File: config.mk
export PLATFORM = sky130hd
export DESIGN_NAME = dynamic_priority_tick_scheduler_unit
export DESIGN_NICKNAME = d
export VERILOG_FILES = /design/src/dpts_pkg.sv /design/src/dynamic_priority_tick_scheduler_unit.sv /design/src/dpts_ram.sv /design/src/dpts_dp.sv /design/src/dpts_ctrl.sv
export SDC_FILE = /design/constraint.sdc
export NUM_CORES = 1
export LEC_CHECK = 0
export BUFFER_PORTS_ARGS = -buffer_cell sky130_fd_sc_hd__buf_2
export CORE_ASPECT_RATIO = 0.6
export CORE_MARGIN = 2
export CORE_UTILIZATION = 25
export CTS_CLUSTER_SIZE = 25
export DETAILED_ROUTE_END_ITERATION = 10
export PLACE_DENSITY_LB_ADDON = 0.1
export SETUP_SLACK_MARGIN = 0.1
export SYNTH_ARGS = -nofsm -noshare
export SYNTH_HDL_FRONTEND = slang
export SYNTH_HIERARCHICAL = 1
export SYNTH_SLANG_ARGS = --single-unit
File: constraint.sdc
create_clock -name clk -period 7.15 [get_ports clk]
set_input_delay 1.43 -clock clk [delete_from_list [all_inputs] [get_ports clk]]
set_output_delay 1.43 -clock clk [all_outputs]
set_load 0.02 [all_outputs]
File: src/dpts_pkg.sv
`timescale 1ns / 1ps

package dpts_pkg;

    // default table depth
    localparam int DEF_MAX_SLOTS = 16;

    // field widths
    localparam int SLOT_W  = 4;
    localparam int PRIO_W  = 10;
    localparam int TIME_W  = 10;
    localparam int COUNT_W = 5;

    // stream widths
    localparam int IN_DATA_W  = 48;
    localparam int OUT_DATA_W = 8;

    // configuration
    localparam int                 APB_DATA_W          = 32;
    localparam int                 APB_ADDR_W          = 3;
    localparam logic               REG_PROCESS_COUNT   = 1'b0;
    localparam logic [COUNT_W-1:0] PROCESS_COUNT_RESET = COUNT_W'(16);

    // saturation limits
    localparam logic signed [PRIO_W-1:0] PRIO_MIN = {1'b1, {(PRIO_W-1){1'b0}}};
    localparam logic [TIME_W-1:0]        RAN_MAX  = '1;

    typedef enum logic {
        OP_LOAD = 1'b0,
        OP_TICK = 1'b1
    } op_t;

    // one table row
    typedef struct packed {
        logic                      done;
        logic [TIME_W-1:0]         ran;
        logic [TIME_W-1:0]         need;
        logic [TIME_W-1:0]         arrival;
        logic signed [PRIO_W-1:0]  prio;
    } slot_entry_t;

    // controller to datapath
    typedef struct packed {
        logic start;
        logic write_load;
        logic scan_read;
        logic write_update;
        logic load_out;
    } dpts_cmd_t;

    // datapath to controller
    typedef struct packed {
        logic last_slot;
        logic no_slots;
    } dpts_status_t;

endpackage

File: src/dynamic_priority_tick_scheduler_unit.sv
`timescale 1ns / 1ps
// channel       | direction | contents
// s_axis        | in        | tuser: op; tdata: slot, priority_req, arrival, need_time, now
// m_axis        | out       | tuser: ran_valid; tdata: ran_slot, ran_finished, all_done
// apb           | in/out    | process_count at byte address 0
//
// a tick item passes through the scan, drain, update and result states; a load item first writes its row,
// and the scan reads used rows, where used is process_count saturated at MAX_SLOTS; with no slot in use
// the scan and drain are skipped. the scan reads one table row per cycle from the slot table.
// the next item can be taken in the same cycle that the result is offered.
// rst_n is asynchronous and clears the controller; the slot table is not cleared.
// a result waits in the output register; the next item is taken only once the
// previous result has been loaded there.

module dynamic_priority_tick_scheduler_unit
    import dpts_pkg::*;
#(
    parameter int MAX_SLOTS = DEF_MAX_SLOTS
) (
    input  logic                  clk,
    input  logic                  rst_n,
    // input items
    input  logic                  s_axis_tvalid,
    output logic                  s_axis_tready,
    input  logic [IN_DATA_W-1:0]  s_axis_tdata,  // slot, priority_req, arrival, need_time, now
    input  logic                  s_axis_tuser,  // op
    // result items
    output logic                  m_axis_tvalid,
    input  logic                  m_axis_tready,
    output logic [OUT_DATA_W-1:0] m_axis_tdata,  // ran_slot, ran_finished, all_done
    output logic                  m_axis_tuser,  // ran_valid
    // configuration
    input  logic                  psel,
    input  logic                  penable,
    input  logic                  pwrite,
    input  logic [APB_ADDR_W-1:0] paddr,
    input  logic [APB_DATA_W-1:0] pwdata,
    output logic [APB_DATA_W-1:0] prdata,
    output logic                  pready
);

    logic [COUNT_W-1:0] process_count_reg;
    logic               cfg_write;
    dpts_cmd_t          cmd;
    dpts_status_t       status;
    logic               ran_valid;
    logic [SLOT_W-1:0]  ran_slot;
    logic               ran_finished;
    logic               all_done;

    // configuration register
    assign pready    = 1'b1;
    assign cfg_write = psel && penable && pwrite && pready && (paddr[2] == REG_PROCESS_COUNT);

    always_ff @(posedge clk or negedge rst_n)
    begin
        if (!rst_n)
        begin
            process_count_reg <= PROCESS_COUNT_RESET;
        end
        else if (cfg_write)
        begin
            process_count_reg <= pwdata[COUNT_W-1:0];
        end
    end

    assign prdata = (paddr[2] == REG_PROCESS_COUNT) ? APB_DATA_W'(process_count_reg) : '0;

    dpts_ctrl u_ctrl (
        .clk     (clk),
        .rst_n   (rst_n),
        .s_valid (s_axis_tvalid),
        .s_op    (s_axis_tuser),
        .s_ready (s_axis_tready),
        .m_ready (m_axis_tready),
        .m_valid (m_axis_tvalid),
        .cmd     (cmd),
        .status  (status)
    );

    dpts_dp #(
        .MAX_SLOTS (MAX_SLOTS)
    ) u_dp (
        .clk             (clk),
        .rst_n           (rst_n),
        .cmd             (cmd),
        .status          (status),
        .process_count   (process_count_reg),
        .in_op           (s_axis_tuser),
        .in_slot         (s_axis_tdata[3:0]),
        .in_priority_req (s_axis_tdata[13:4]),
        .in_arrival      (s_axis_tdata[23:14]),
        .in_need_time    (s_axis_tdata[33:24]),
        .in_now          (s_axis_tdata[43:34]),
        .ran_valid       (ran_valid),
        .ran_slot        (ran_slot),
        .ran_finished    (ran_finished),
        .all_done        (all_done)
    );

    // result packing
    assign m_axis_tuser = ran_valid;
    assign m_axis_tdata = {2'b00, all_done, ran_finished, ran_slot};

endmodule

File: src/dpts_ram.sv
`timescale 1ns / 1ps

module dpts_ram #(
    parameter int WIDTH = 8,
    parameter int DEPTH = 16
) (
    input  logic                     clk,
    input  logic                     we,
    input  logic [$clog2(DEPTH)-1:0] waddr,
    input  logic [WIDTH-1:0]         wdata,
    input  logic [$clog2(DEPTH)-1:0] raddr,
    output logic [WIDTH-1:0]         rdata
);

    logic [WIDTH-1:0] mem_reg [DEPTH];
    logic [WIDTH-1:0] rdata_reg;

    // one write port, registered read port
    always_ff @(posedge clk)
    begin
        if (we)
        begin
            mem_reg[waddr] <= wdata;
        end
        rdata_reg <= mem_reg[raddr];
    end

    assign rdata = rdata_reg;

endmodule

File: src/dpts_dp.sv
`timescale 1ns / 1ps

module dpts_dp
    import dpts_pkg::*;
#(
    parameter int MAX_SLOTS = DEF_MAX_SLOTS
) (
    input  logic                     clk,
    input  logic                     rst_n,
    input  dpts_cmd_t                cmd,
    output dpts_status_t             status,
    input  logic [COUNT_W-1:0]       process_count,
    input  logic                     in_op,
    input  logic [SLOT_W-1:0]        in_slot,
    input  logic signed [PRIO_W-1:0] in_priority_req,
    input  logic [TIME_W-1:0]        in_arrival,
    input  logic [TIME_W-1:0]        in_need_time,
    input  logic [TIME_W-1:0]        in_now,
    output logic                     ran_valid,
    output logic [SLOT_W-1:0]        ran_slot,
    output logic                     ran_finished,
    output logic                     all_done
);

    localparam int IW = $clog2(MAX_SLOTS);
    localparam int CW = $clog2(MAX_SLOTS + 1);
    localparam int EW = $bits(slot_entry_t);

    // captured item
    logic                     op_reg;
    logic [SLOT_W-1:0]        slot_reg;
    logic signed [PRIO_W-1:0] prio_reg;
    logic [TIME_W-1:0]        arrival_reg;
    logic [TIME_W-1:0]        need_reg;
    logic [TIME_W-1:0]        now_reg;

    // scan state
    logic [IW-1:0] idx_reg;
    logic          rd_pend_reg;
    logic [IW-1:0] rd_idx_reg;
    logic          best_valid_reg;
    logic [IW-1:0] best_idx_reg;
    slot_entry_t   best_entry_reg;
    logic [CW-1:0] notdone_reg;

    // result register
    logic              res_valid_reg;
    logic [SLOT_W-1:0] res_slot_reg;
    logic              res_fin_reg;
    logic              res_all_reg;

    logic [CW-1:0]     used;
    logic [EW-1:0]     rdata;
    slot_entry_t       rd_entry;
    slot_entry_t       load_entry;
    slot_entry_t       upd_entry;
    logic [TIME_W-1:0] ran_new;
    logic              fin;
    logic              take;
    logic              slot_ok;
    logic              ram_we;
    logic [IW-1:0]     ram_waddr;
    slot_entry_t       ram_wdata;
    logic              all_done_next;

    // slots in use, saturated at the table depth
    assign used = (32'(process_count) > MAX_SLOTS) ? CW'(MAX_SLOTS) : CW'(process_count);

    assign status.no_slots  = (used == '0);
    assign status.last_slot = ((CW'(idx_reg) + CW'(1)) == used);

    // candidate test on the row just read
    assign rd_entry = slot_entry_t'(rdata);
    assign take = rd_pend_reg && (op_reg == OP_TICK) && !rd_entry.done
                  && (rd_entry.arrival <= now_reg)
                  && (!best_valid_reg || ($signed(rd_entry.prio) > $signed(best_entry_reg.prio)));

    // row written by a load item, need clamped to one
    always_comb
    begin
        load_entry.done    = 1'b0;
        load_entry.ran     = '0;
        load_entry.need    = (need_reg == '0) ? TIME_W'(1) : need_reg;
        load_entry.arrival = arrival_reg;
        load_entry.prio    = prio_reg;
    end

    // row written back for the slot that ran
    always_comb
    begin
        ran_new = (best_entry_reg.ran == RAN_MAX) ? best_entry_reg.ran
                                                  : best_entry_reg.ran + TIME_W'(1);
        fin = (ran_new >= best_entry_reg.need);
        upd_entry.done    = fin;
        upd_entry.ran     = ran_new;
        upd_entry.need    = best_entry_reg.need;
        upd_entry.arrival = best_entry_reg.arrival;
        upd_entry.prio    = (best_entry_reg.prio == PRIO_MIN) ? best_entry_reg.prio
                                                              : best_entry_reg.prio - PRIO_W'(1);
    end

    assign slot_ok   = (32'(slot_reg) < MAX_SLOTS);
    assign ram_we    = (cmd.write_load && slot_ok) || (cmd.write_update && best_valid_reg);
    assign ram_waddr = cmd.write_load ? IW'(slot_reg) : best_idx_reg;
    assign ram_wdata = cmd.write_load ? load_entry : upd_entry;

    // every slot in use done once the chosen slot is updated
    assign all_done_next = (notdone_reg == '0)
                           || ((notdone_reg == CW'(1)) && best_valid_reg && fin);

    dpts_ram #(
        .WIDTH (EW),
        .DEPTH (MAX_SLOTS)
    ) u_table (
        .clk   (clk),
        .we    (ram_we),
        .waddr (ram_waddr),
        .wdata (ram_wdata),
        .raddr (idx_reg),
        .rdata (rdata)
    );

    // item capture
    always_ff @(posedge clk)
    begin
        if (cmd.start)
        begin
            op_reg      <= in_op;
            slot_reg    <= in_slot;
            prio_reg    <= in_priority_req;
            arrival_reg <= in_arrival;
            need_reg    <= in_need_time;
            now_reg     <= in_now;
        end
    end

    // scan control
    always_ff @(posedge clk or negedge rst_n)
    begin
        if (!rst_n)
        begin
            idx_reg        <= '0;
            rd_pend_reg    <= 1'b0;
            best_valid_reg <= 1'b0;
            notdone_reg    <= '0;
        end
        else
        begin
            rd_pend_reg <= cmd.scan_read;
            if (cmd.start)
            begin
                idx_reg        <= '0;
                best_valid_reg <= 1'b0;
                notdone_reg    <= '0;
            end
            else
            begin
                if (cmd.scan_read)
                begin
                    idx_reg <= idx_reg + IW'(1);
                end
                if (take)
                begin
                    best_valid_reg <= 1'b1;
                end
                if (rd_pend_reg && !rd_entry.done)
                begin
                    notdone_reg <= notdone_reg + CW'(1);
                end
            end
        end
    end

    // best row so far and read index pipeline
    always_ff @(posedge clk)
    begin
        rd_idx_reg <= idx_reg;
        if (take)
        begin
            best_idx_reg   <= rd_idx_reg;
            best_entry_reg <= rd_entry;
        end
    end

    // result register
    always_ff @(posedge clk)
    begin
        if (cmd.load_out)
        begin
            res_valid_reg <= best_valid_reg;
            res_slot_reg  <= best_valid_reg ? SLOT_W'(best_idx_reg) : '0;
            res_fin_reg   <= best_valid_reg && fin;
            res_all_reg   <= all_done_next;
        end
    end

    assign ran_valid    = res_valid_reg;
    assign ran_slot     = res_slot_reg;
    assign ran_finished = res_fin_reg;
    assign all_done     = res_all_reg;

endmodule

File: src/dpts_ctrl.sv
`timescale 1ns / 1ps

module dpts_ctrl
    import dpts_pkg::*;
(
    input  logic         clk,
    input  logic         rst_n,
    input  logic         s_valid,
    input  logic         s_op,
    output logic         s_ready,
    input  logic         m_ready,
    output logic         m_valid,
    output dpts_cmd_t    cmd,
    input  dpts_status_t status
);

    typedef enum logic [2:0] {
        ST_IDLE,
        ST_WRITE,
        ST_SCAN,
        ST_DRAIN,
        ST_UPDATE,
        ST_RESULT
    } state_t;

    state_t state_reg;
    state_t state_next;
    logic   m_valid_reg;
    logic   m_valid_next;
    logic   accept;
    logic   out_free;

    assign accept   = s_valid && (state_reg == ST_IDLE);
    assign out_free = !m_valid_reg || m_ready;

    // next state
    always_comb
    begin
        state_next = state_reg;
        case (state_reg)
            ST_IDLE:
            begin
                if (accept)
                begin
                    if (s_op == OP_LOAD)
                    begin
                        state_next = ST_WRITE;
                    end
                    else if (status.no_slots)
                    begin
                        state_next = ST_UPDATE;
                    end
                    else
                    begin
                        state_next = ST_SCAN;
                    end
                end
            end
            ST_WRITE:
            begin
                state_next = status.no_slots ? ST_UPDATE : ST_SCAN;
            end
            ST_SCAN:
            begin
                if (status.last_slot)
                begin
                    state_next = ST_DRAIN;
                end
            end
            ST_DRAIN:
            begin
                state_next = ST_UPDATE;
            end
            ST_UPDATE:
            begin
                state_next = ST_RESULT;
            end
            ST_RESULT:
            begin
                if (out_free)
                begin
                    state_next = ST_IDLE;
                end
            end
            default:
            begin
                state_next = ST_IDLE;
            end
        endcase
    end

    // output valid
    always_comb
    begin
        m_valid_next = m_valid_reg;
        if ((state_reg == ST_RESULT) && out_free)
        begin
            m_valid_next = 1'b1;
        end
        else if (m_ready)
        begin
            m_valid_next = 1'b0;
        end
    end

    always_ff @(posedge clk or negedge rst_n)
    begin
        if (!rst_n)
        begin
            state_reg   <= ST_IDLE;
            m_valid_reg <= 1'b0;
        end
        else
        begin
            state_reg   <= state_next;
            m_valid_reg <= m_valid_next;
        end
    end

    // datapath commands
    assign cmd.start        = accept;
    assign cmd.write_load   = (state_reg == ST_WRITE);
    assign cmd.scan_read    = (state_reg == ST_SCAN);
    assign cmd.write_update = (state_reg == ST_UPDATE);
    assign cmd.load_out     = (state_reg == ST_RESULT) && out_free;

    assign s_ready = (state_reg == ST_IDLE);
    assign m_valid = m_valid_reg;

endmodule

==> out/summary.log, run 1 <==
[placed_design] IO Port Bufs 71
[hold_path] source of the worst hold timing path u_dp/u_table/rdata[32]$_DFF_P_
[die] Die X-Extent 462.1 µm
[clock_tree] clock buffers created by TritonCTS 80
[grt] initial antenna violation count 3
[final_layout] Register Area 0.02399 mm²
[synthesis] flops & latches, synth 817
[sta] minimum clock period after layout 4362 ps
[sta] Setup Skew 21.75 ps
[detailed_routing] Initial DRC Count 1372
[synthesis] cell area after technology mapping 0.03148 mm²
[worst_setup_path] Register-to-Register Path Depth 7
[worst_setup_path] Startpoint Class flop
[detailed_routing] number of DRC violations after detailed routing 0
[worst_setup_path] capture point of the worst reg-to-reg path u_dp/u_table/mem_reg[2][0]$_DFFE_PP_
[sta] Hold Violations, Final 0
[final_layout] filler instances 12.19k
[worst_setup_path] CP required 7440 ps
[synthesis] adder-cell share of the synthesized area 1.431%
[detailed_routing] Routed WL per cell 24.19 µm
[grt] number of global-route vias before repair 15.85k
[synthesis] share of synthesized cell area in and, or, nand and nor gates 3.458%
[grt] Global Route Usage Sum 13.02%
[synthesis] number of flops mapped to enable cells by yosys 752
[final_layout] count of nets after finishing 1828
[die] overall die height 278.9 µm
[worst_setup_path] critical path's top delay family simple AND/OR/NAND/NOR gates
[placed_design] placed cell count 3302
[synthesis] share of the synthesized netlist area taken by xor and xnor gates 0.5286%
[synthesis] top flip-flop cell by instance count after synthesis sky130_fd_sc_hd__edfxtp_1
[synthesis] distinct cell type count of the synthesized netlist 59
[final_layout] top library cells by usage in the layout, fill and taps aside 752 x sky130_fd_sc_hd__edfxtp_1, 164 x sky130_fd_sc_hd__mux4_2, 85 x sky130_fd_sc_hd__clkbuf_16, 82 x sky130_fd_sc_hd__a22oi_1, 71 x sky130_fd_sc_hd__buf_2
[worst_setup_path] endpoint type of the worst setup path flop
[detailed_routing] DR vias 15.12k
[worst_setup_path] CP Max Fanout 31
[sta] RSZ-0062 raised after global routing no
[placed_design] GPL Wtd Cong 0.7236
[final_layout] final standard cell count with taps included and fillers excluded 3451
[worst_setup_path] cell with the largest stage delay on the worst path sky130_fd_sc_hd__nor2_4
[final_layout] flip-flop count of the largest register after layout 656
[synthesis] synthesized area per cell 20.01 µm²
[clock_tree] CTS clock-pin slew for the worst setup and hold paths 60 ps
[die] full die area 0.1289 mm²
[worst_setup_path] number of buffers and inverters on the critical path 2
[clock_tree] # H-tree levels 3
[sta] measured slew at the worst slew-check pin 1180 ps
[grt] pin count of the biggest net entering global routing 93
[worst_setup_path] reg2reg setup slack 2790 ps
[detailed_routing] first drt pass iteration count 5
[clock_tree] CTS Hold Buffers Added 0
[final_layout] ratio of cells with drive above 1 in the final layout 26.26%
[synthesis] fraction of the mapped netlist area in compound gates 3.422%
[sta] max-slew violation count 0
[clock_tree] Clock Tree Buf Depth 3
[synthesis] Ys Warns 6
[clock_tree] clock tree root buffer cell sky130_fd_sc_hd__clkbuf_16
[grt] global route overflow 0
[worst_setup_path] category of the most critical setup path flop to flop
[synthesis] largest family of logic cells by synthesized area multiplexers
[sta] final period utilization 61.01%
[worst_setup_path] max incr delay on CP 800 ps
[clock_tree] setup bufs post-CTS 0
[pwr] Peak VDD IR 254.9 µV
[sta] headroom to the max-slew limit 21.19%
[die] area of the placeable core 0.1245 mm²
[synthesis] share of synthesized area spent on multiplexers 12.58%
[hold_path] worst min path class flop to flop
[synthesis] register area share after synthesis 76.19%
[die] I/O pin total 135
[detailed_routing] Antenna Violating Nets Remaining 0
[pwr] power per cell area 371.8 mW/mm²
[sta] number of setup violations in the final report 0
[die] number of placement rows 100
[clock_tree] TritonCTS clock tree yes
[grt] global-route wire length before repair 118.2 mm
[worst_setup_path] reg-to-reg startpoint u_ctrl/state_reg[0]$_DFFE_PN0P_
[sta] Setup Total Neg Slack 0 ps
[detailed_routing] vias per cell 4.381
[hold_path] terminating pin of the worst hold path u_dp/best_entry_reg[32]$_DFFE_PP_
[worst_setup_path] cell chain of the critical path or2b_1 -> nor2_4 -> buf_4 -> mux2_2 -> or3b_2 -> nor2_4 -> buf_4
[clock_tree] post-CTS sizing 0
[synthesis] number of standard cells after synthesis 1573
[hold_path] hold path cells 0
[clock_tree] clock latency reported for the late side of the worst-skew pair 670 ps
[final_layout] area used by multi-input combinational logic 0.007010 mm²
[run] number of max-cap violations 0
[die] Initial Util 25.29%
[clock_tree] Sinks on Clock Net 817
[final_layout] most frequent standard cell in the layout excluding fill and tap cells sky130_fd_sc_hd__edfxtp_1
[run_status] status finished clean
[sta] peak clock frequency supported by timing 229.2 MHz
[final_layout] Area growth syn-to-layout 16.53%
[pwr] Static Leak 11.70 nW
[worst_setup_path] WP data arrival 4650 ps
[final_layout] post-layout utilization of the core 29.47%
[detailed_routing] routed wire length 83.49 mm
[placed_design] HPWL Detailed 44.04 mm
[synthesis] share of flip-flops with an asynchronous set or reset 2.448%
## worst reg2reg max path, cell delays in order (launching register included)
cell and delay [ps]:
sky130_fd_sc_hd__dfrtp_1 590, sky130_fd_sc_hd__or2b_1 320, sky130_fd_sc_hd__nor2_4 100, sky130_fd_sc_hd__buf_4 490, sky130_fd_sc_hd__mux2_2 460, sky130_fd_sc_hd__or3b_2 590, sky130_fd_sc_hd__nor2_4 800, sky130_fd_sc_hd__buf_4 600
## through the flow
step	setup WS [ps]	power [mW]	area, µm²	hold WS [ps]
detailed placement	2800	9.450	34000	388.7
global placement	2796	9.396	34000	388.8
global route	2631	14.33	36680	409.3
floorplan	1744	8.364	31590	385.5
finish	2788	13.64	36680	403.3
CTS	2804	13.90	36680	403.7
## final cells by class
type                    count  area share, %
flip-flops and latches    817          65.40
multi-input cells         641          19.11
clock buffers             103          6.119
well taps                1683          5.740
repair buffers            121          2.026
clock inverters            45          1.187
inverters                  40         0.4093
diodes                      1       0.006822
## how the worst max path moves through the flow
stage	endpoint	startpoint	cells after the start	slack, ps
after floorplan	u_dp/u_table/mem_reg[0][0]$_DFFE_PP_	u_ctrl/state_reg[1]$_DFFE_PN0P_	8	1740
after global placement	u_dp/u_table/mem_reg[2][5]$_DFFE_PP_	u_ctrl/state_reg[0]$_DFFE_PN0P_	7	2800
after detailed placement	u_dp/u_table/mem_reg[2][5]$_DFFE_PP_	u_ctrl/state_reg[0]$_DFFE_PN0P_	7	2800
after CTS	u_dp/u_table/mem_reg[2][26]$_DFFE_PP_	u_ctrl/state_reg[0]$_DFFE_PN0P_	7	2800
after global routing	u_dp/u_table/mem_reg[2][26]$_DFFE_PP_	u_ctrl/state_reg[0]$_DFFE_PN0P_	7	2630
final	u_dp/u_table/mem_reg[2][0]$_DFFE_PP_	u_ctrl/state_reg[0]$_DFFE_PN0P_	7	2790
## cell usage after synthesis (all sizes together), types with 2 or more instances
master	number	area (µm²)
inv	40	150.1
nand3	12	65.06
mux4	164	3694
edfxtp	752	22580
nand2	71	274.0
clkbuf	28	105.1
o21a	5	37.54
xor2	7	61.31
nor4b	2	17.52
mux2	22	247.7
o211ai	2	15.01
a31oi	6	37.54
o21ai	20	100.1
o31ai	2	15.01
a21o	4	30.03
a21oi	27	138.9
and2b	5	43.79
nor3	20	110.1
nor2	43	161.4
xnor2	12	105.1
nand4	9	56.30
nand2b	6	37.54
dfrtp	19	475.5
conb	2	7.510
and2	6	37.54
a211oi	4	30.03
nand3b	2	15.01
and4	2	17.52
ha	36	450.4
buf	75	490.5
mux2i	2	20.02
nor2b	19	136.4
a22oi	82	615.6
dfxtp	45	900.9
and3	5	31.28
## power breakdown
part	internal [mW]	switching [mW]
sequential	6.12	0.297
clock	2.54	1.84
combinational	1.11	1.73
## per-layer routing
metal  track usage, %  routed length (µm)
met2            19.19               36600
met1            19.40               41840
met4            3.268                1838
met5                0                   0
met3            2.718                3218
## kinds of logic (layout without fill, tap and decap cells)
group,Yosys count,count (layout)
buffers and inverters,143,309
AND/OR/NAND/NOR,210,210
XOR/XNOR,19,19
flip-flops,817,817
other,2,31
AO/OA/AOI/OAI,158,158
adder cells (fa/ha/maj),36,36
multiplexers,188,188
Note: power is estimated with default switching activity, not from simulation.
==> run 2: changes to the inputs <==
==> constraint.sdc (replaced) <==
create_clock -name clk -period 4.4 [get_ports clk]
set_input_delay 0.88 -clock clk [delete_from_list [all_inputs] [get_ports clk]]
set_output_delay 0.88 -clock clk [all_outputs]
set_load 0.02 [all_outputs]
==> run 2 against run 1 <==
Clock-buffer cell count is 14 higher. Critical path type unchanged. Sequential share of layout area shrank 0.30 points. Non-clock buffer count increased by 7. Flip-flop and latch count unchanged. Sequential power up 62%.
==> out/summary.log, run 2 (synthesized netlist as in run 1, its figures left out) <==
[clock_tree] TritonCTS clock tree yes
[die] number of placement rows 100
[die] Die X-Extent 462.1 µm
[grt] pin count of the biggest net entering global routing 77
[worst_setup_path] CP required 4740 ps
[run_status] status finished clean
[final_layout] count of nets after finishing 1834
[final_layout] most frequent standard cell in the layout excluding fill and tap cells sky130_fd_sc_hd__edfxtp_1
[clock_tree] post-CTS sizing 0
[worst_setup_path] WP data arrival 3800 ps
[final_layout] ratio of cells with drive above 1 in the final layout 26.55%
[detailed_routing] number of DRC violations after detailed routing 0
[clock_tree] setup bufs post-CTS 0
[run] number of max-cap violations 0
[grt] Global Route Usage Sum 13.17%
[detailed_routing] routed wire length 84.21 mm
[clock_tree] CTS Hold Buffers Added 0
[sta] measured slew at the worst slew-check pin 1219 ps
[grt] number of global-route vias before repair 16.03k
[sta] RSZ-0062 raised after global routing no
[detailed_routing] Antenna Violating Nets Remaining 0
[sta] headroom to the max-slew limit 18.59%
[final_layout] flip-flop count of the largest register after layout 656
[sta] minimum clock period after layout 3463 ps
[worst_setup_path] Startpoint Class flop
[worst_setup_path] max incr delay on CP 710 ps
[grt] global-route wire length before repair 119.4 mm
[detailed_routing] Routed WL per cell 24.34 µm
[placed_design] placed cell count 3309
[placed_design] GPL Wtd Cong 0.6927
[sta] number of setup violations in the final report 0
[grt] initial antenna violation count 2
[final_layout] top library cells by usage in the layout, fill and taps aside 752 x sky130_fd_sc_hd__edfxtp_1, 164 x sky130_fd_sc_hd__mux4_2, 84 x sky130_fd_sc_hd__clkbuf_16, 82 x sky130_fd_sc_hd__a22oi_1, 71 x sky130_fd_sc_hd__buf_2
[placed_design] worst slack at placement 919.2 ps
[clock_tree] Sinks on Clock Net 817
[sta] max-slew violation count 0
[clock_tree] CTS clock-pin slew for the worst setup and hold paths 60 ps
[detailed_routing] DR vias 15.20k
[worst_setup_path] cell chain of the critical path ha_1 -> and3_1 -> nand3_2 -> mux2_2 -> ha_1 -> a21oi_1 -> o221ai_1 -> a21oi_1 -> nor2_1
[clock_tree] clock buffers created by TritonCTS 79
[detailed_routing] Initial DRC Count 1286
[sta] Setup Skew 25.72 ps
[pwr] Peak VDD IR 291.9 µV
[worst_setup_path] number of buffers and inverters on the critical path 0
[worst_setup_path] CP Max Fanout 16
[sta] Setup Total Neg Slack 0 ps
[grt] global route overflow 0
[worst_setup_path] endpoint type of the worst setup path flop
[worst_setup_path] category of the most critical setup path flop to flop
[pwr] Static Leak 11.74 nW
[clock_tree] Clock Tree Buf Depth 3
[sta] least setup slack across all paths after layout 937.2 ps
[clock_tree] clock latency reported for the late side of the worst-skew pair 660 ps
[sta] Hold Violations, Final 0
[sta] peak clock frequency supported by timing 288.8 MHz
[worst_setup_path] critical path's top delay family simple AND/OR/NAND/NOR gates
[hold_path] worst min path class primary input to asynchronous set/reset pin
[placed_design] HPWL Detailed 43.08 mm
[clock_tree] clock tree root buffer cell sky130_fd_sc_hd__clkbuf_16
[worst_setup_path] cell with the largest stage delay on the worst path sky130_fd_sc_hd__nor2_1
[clock_tree] # H-tree levels 3
[die] Initial Util 25.29%
[detailed_routing] vias per cell 4.394
[pwr] power per cell area 594.5 mW/mm²
[die] overall die height 278.9 µm
[placed_design] IO Port Bufs 71
[final_layout] Area growth syn-to-layout 17.05%
[die] I/O pin total 135
[sta] final period utilization 78.70%
[sta] worst hold slack 203.0 ps
[die] full die area 0.1289 mm²
[die] area of the placeable core 0.1245 mm²
[detailed_routing] first drt pass iteration count 5
[final_layout] final standard cell count with taps included and fillers excluded 3460
[pwr] power after layout 21.91 mW
==> run 2: cell types whose count changed in the layout (fill, tap and decap cells not counted), sizes merged <==
cell and delta:
diode +2, clkinv -9, buf +7, bufinv -5, clkbuf +14
==> run 2: area by class of cell <==
class	instances	area, µm²
Clock buffer	117	2296
Timing Repair Buffer	128	996.0
Fill cell	12210	87640
Tap cell	1683	2106
Multi-Input combinational cell	641	7036
Antenna cell	3	7.507
Sequential cell	817	23990
Inverter	40	150.1
Clock inverter	31	267.8
==> run 2: through the flow <==
step	instance area (µm²)	utilization, %
global placement	34280	27.53
global route	36850	29.60
CTS	36840	29.59
detailed placement	34280	27.53
finish	36850	29.60
floorplan	31610	-
==> run 2: worst paths after layout <==
kind	start	to	slack, ps	cells after the start
worst max register to register	u_dp/best_entry_reg[30]$_DFFE_PP_	u_dp/u_table/mem_reg[3][40]$_DFFE_PP_	940	9
worst min register to register	u_dp/rd_idx_reg[1]$_DFF_P_	u_dp/best_idx_reg[1]$_DFFE_PP_	400	0
worst min-delay path	rst_n	u_ctrl/state_reg[1]$_DFFE_PN0P_	200	1
min in group clk	s_axis_tdata[35]	u_dp/now_reg[1]$_DFFE_PP_	390	1
worst max-delay path	u_dp/best_entry_reg[30]$_DFFE_PP_	u_dp/u_table/mem_reg[3][40]$_DFFE_PP_	940	9
max in group asynchronous	rst_n	u_dp/idx_reg[0]$_DFFE_PN0P_	3780	1
==> run 2: report_power, final <==
part / internal [mW] / total, mW / leakage, nW / switching (mW)
clock network: 3.86 / 6.82 / 1.26 / 2.96
registers: 9.94 / 10.4 / 7.43 / 0.419
logic: 1.86 / 4.73 / 3.05 / 2.87
total: 15.7 / 21.9 / 11.7 / 6.24
==> run 2: routing by layer <==
metal	vias to the layer above	GRT usage [%]	part of all wire, %
met5	-	0	0
met4	0	3.888	2.1
met3	108	2.045	3.5
met2	282	19.76	44
met1	8226	19.57	50
li1	6588	-	-
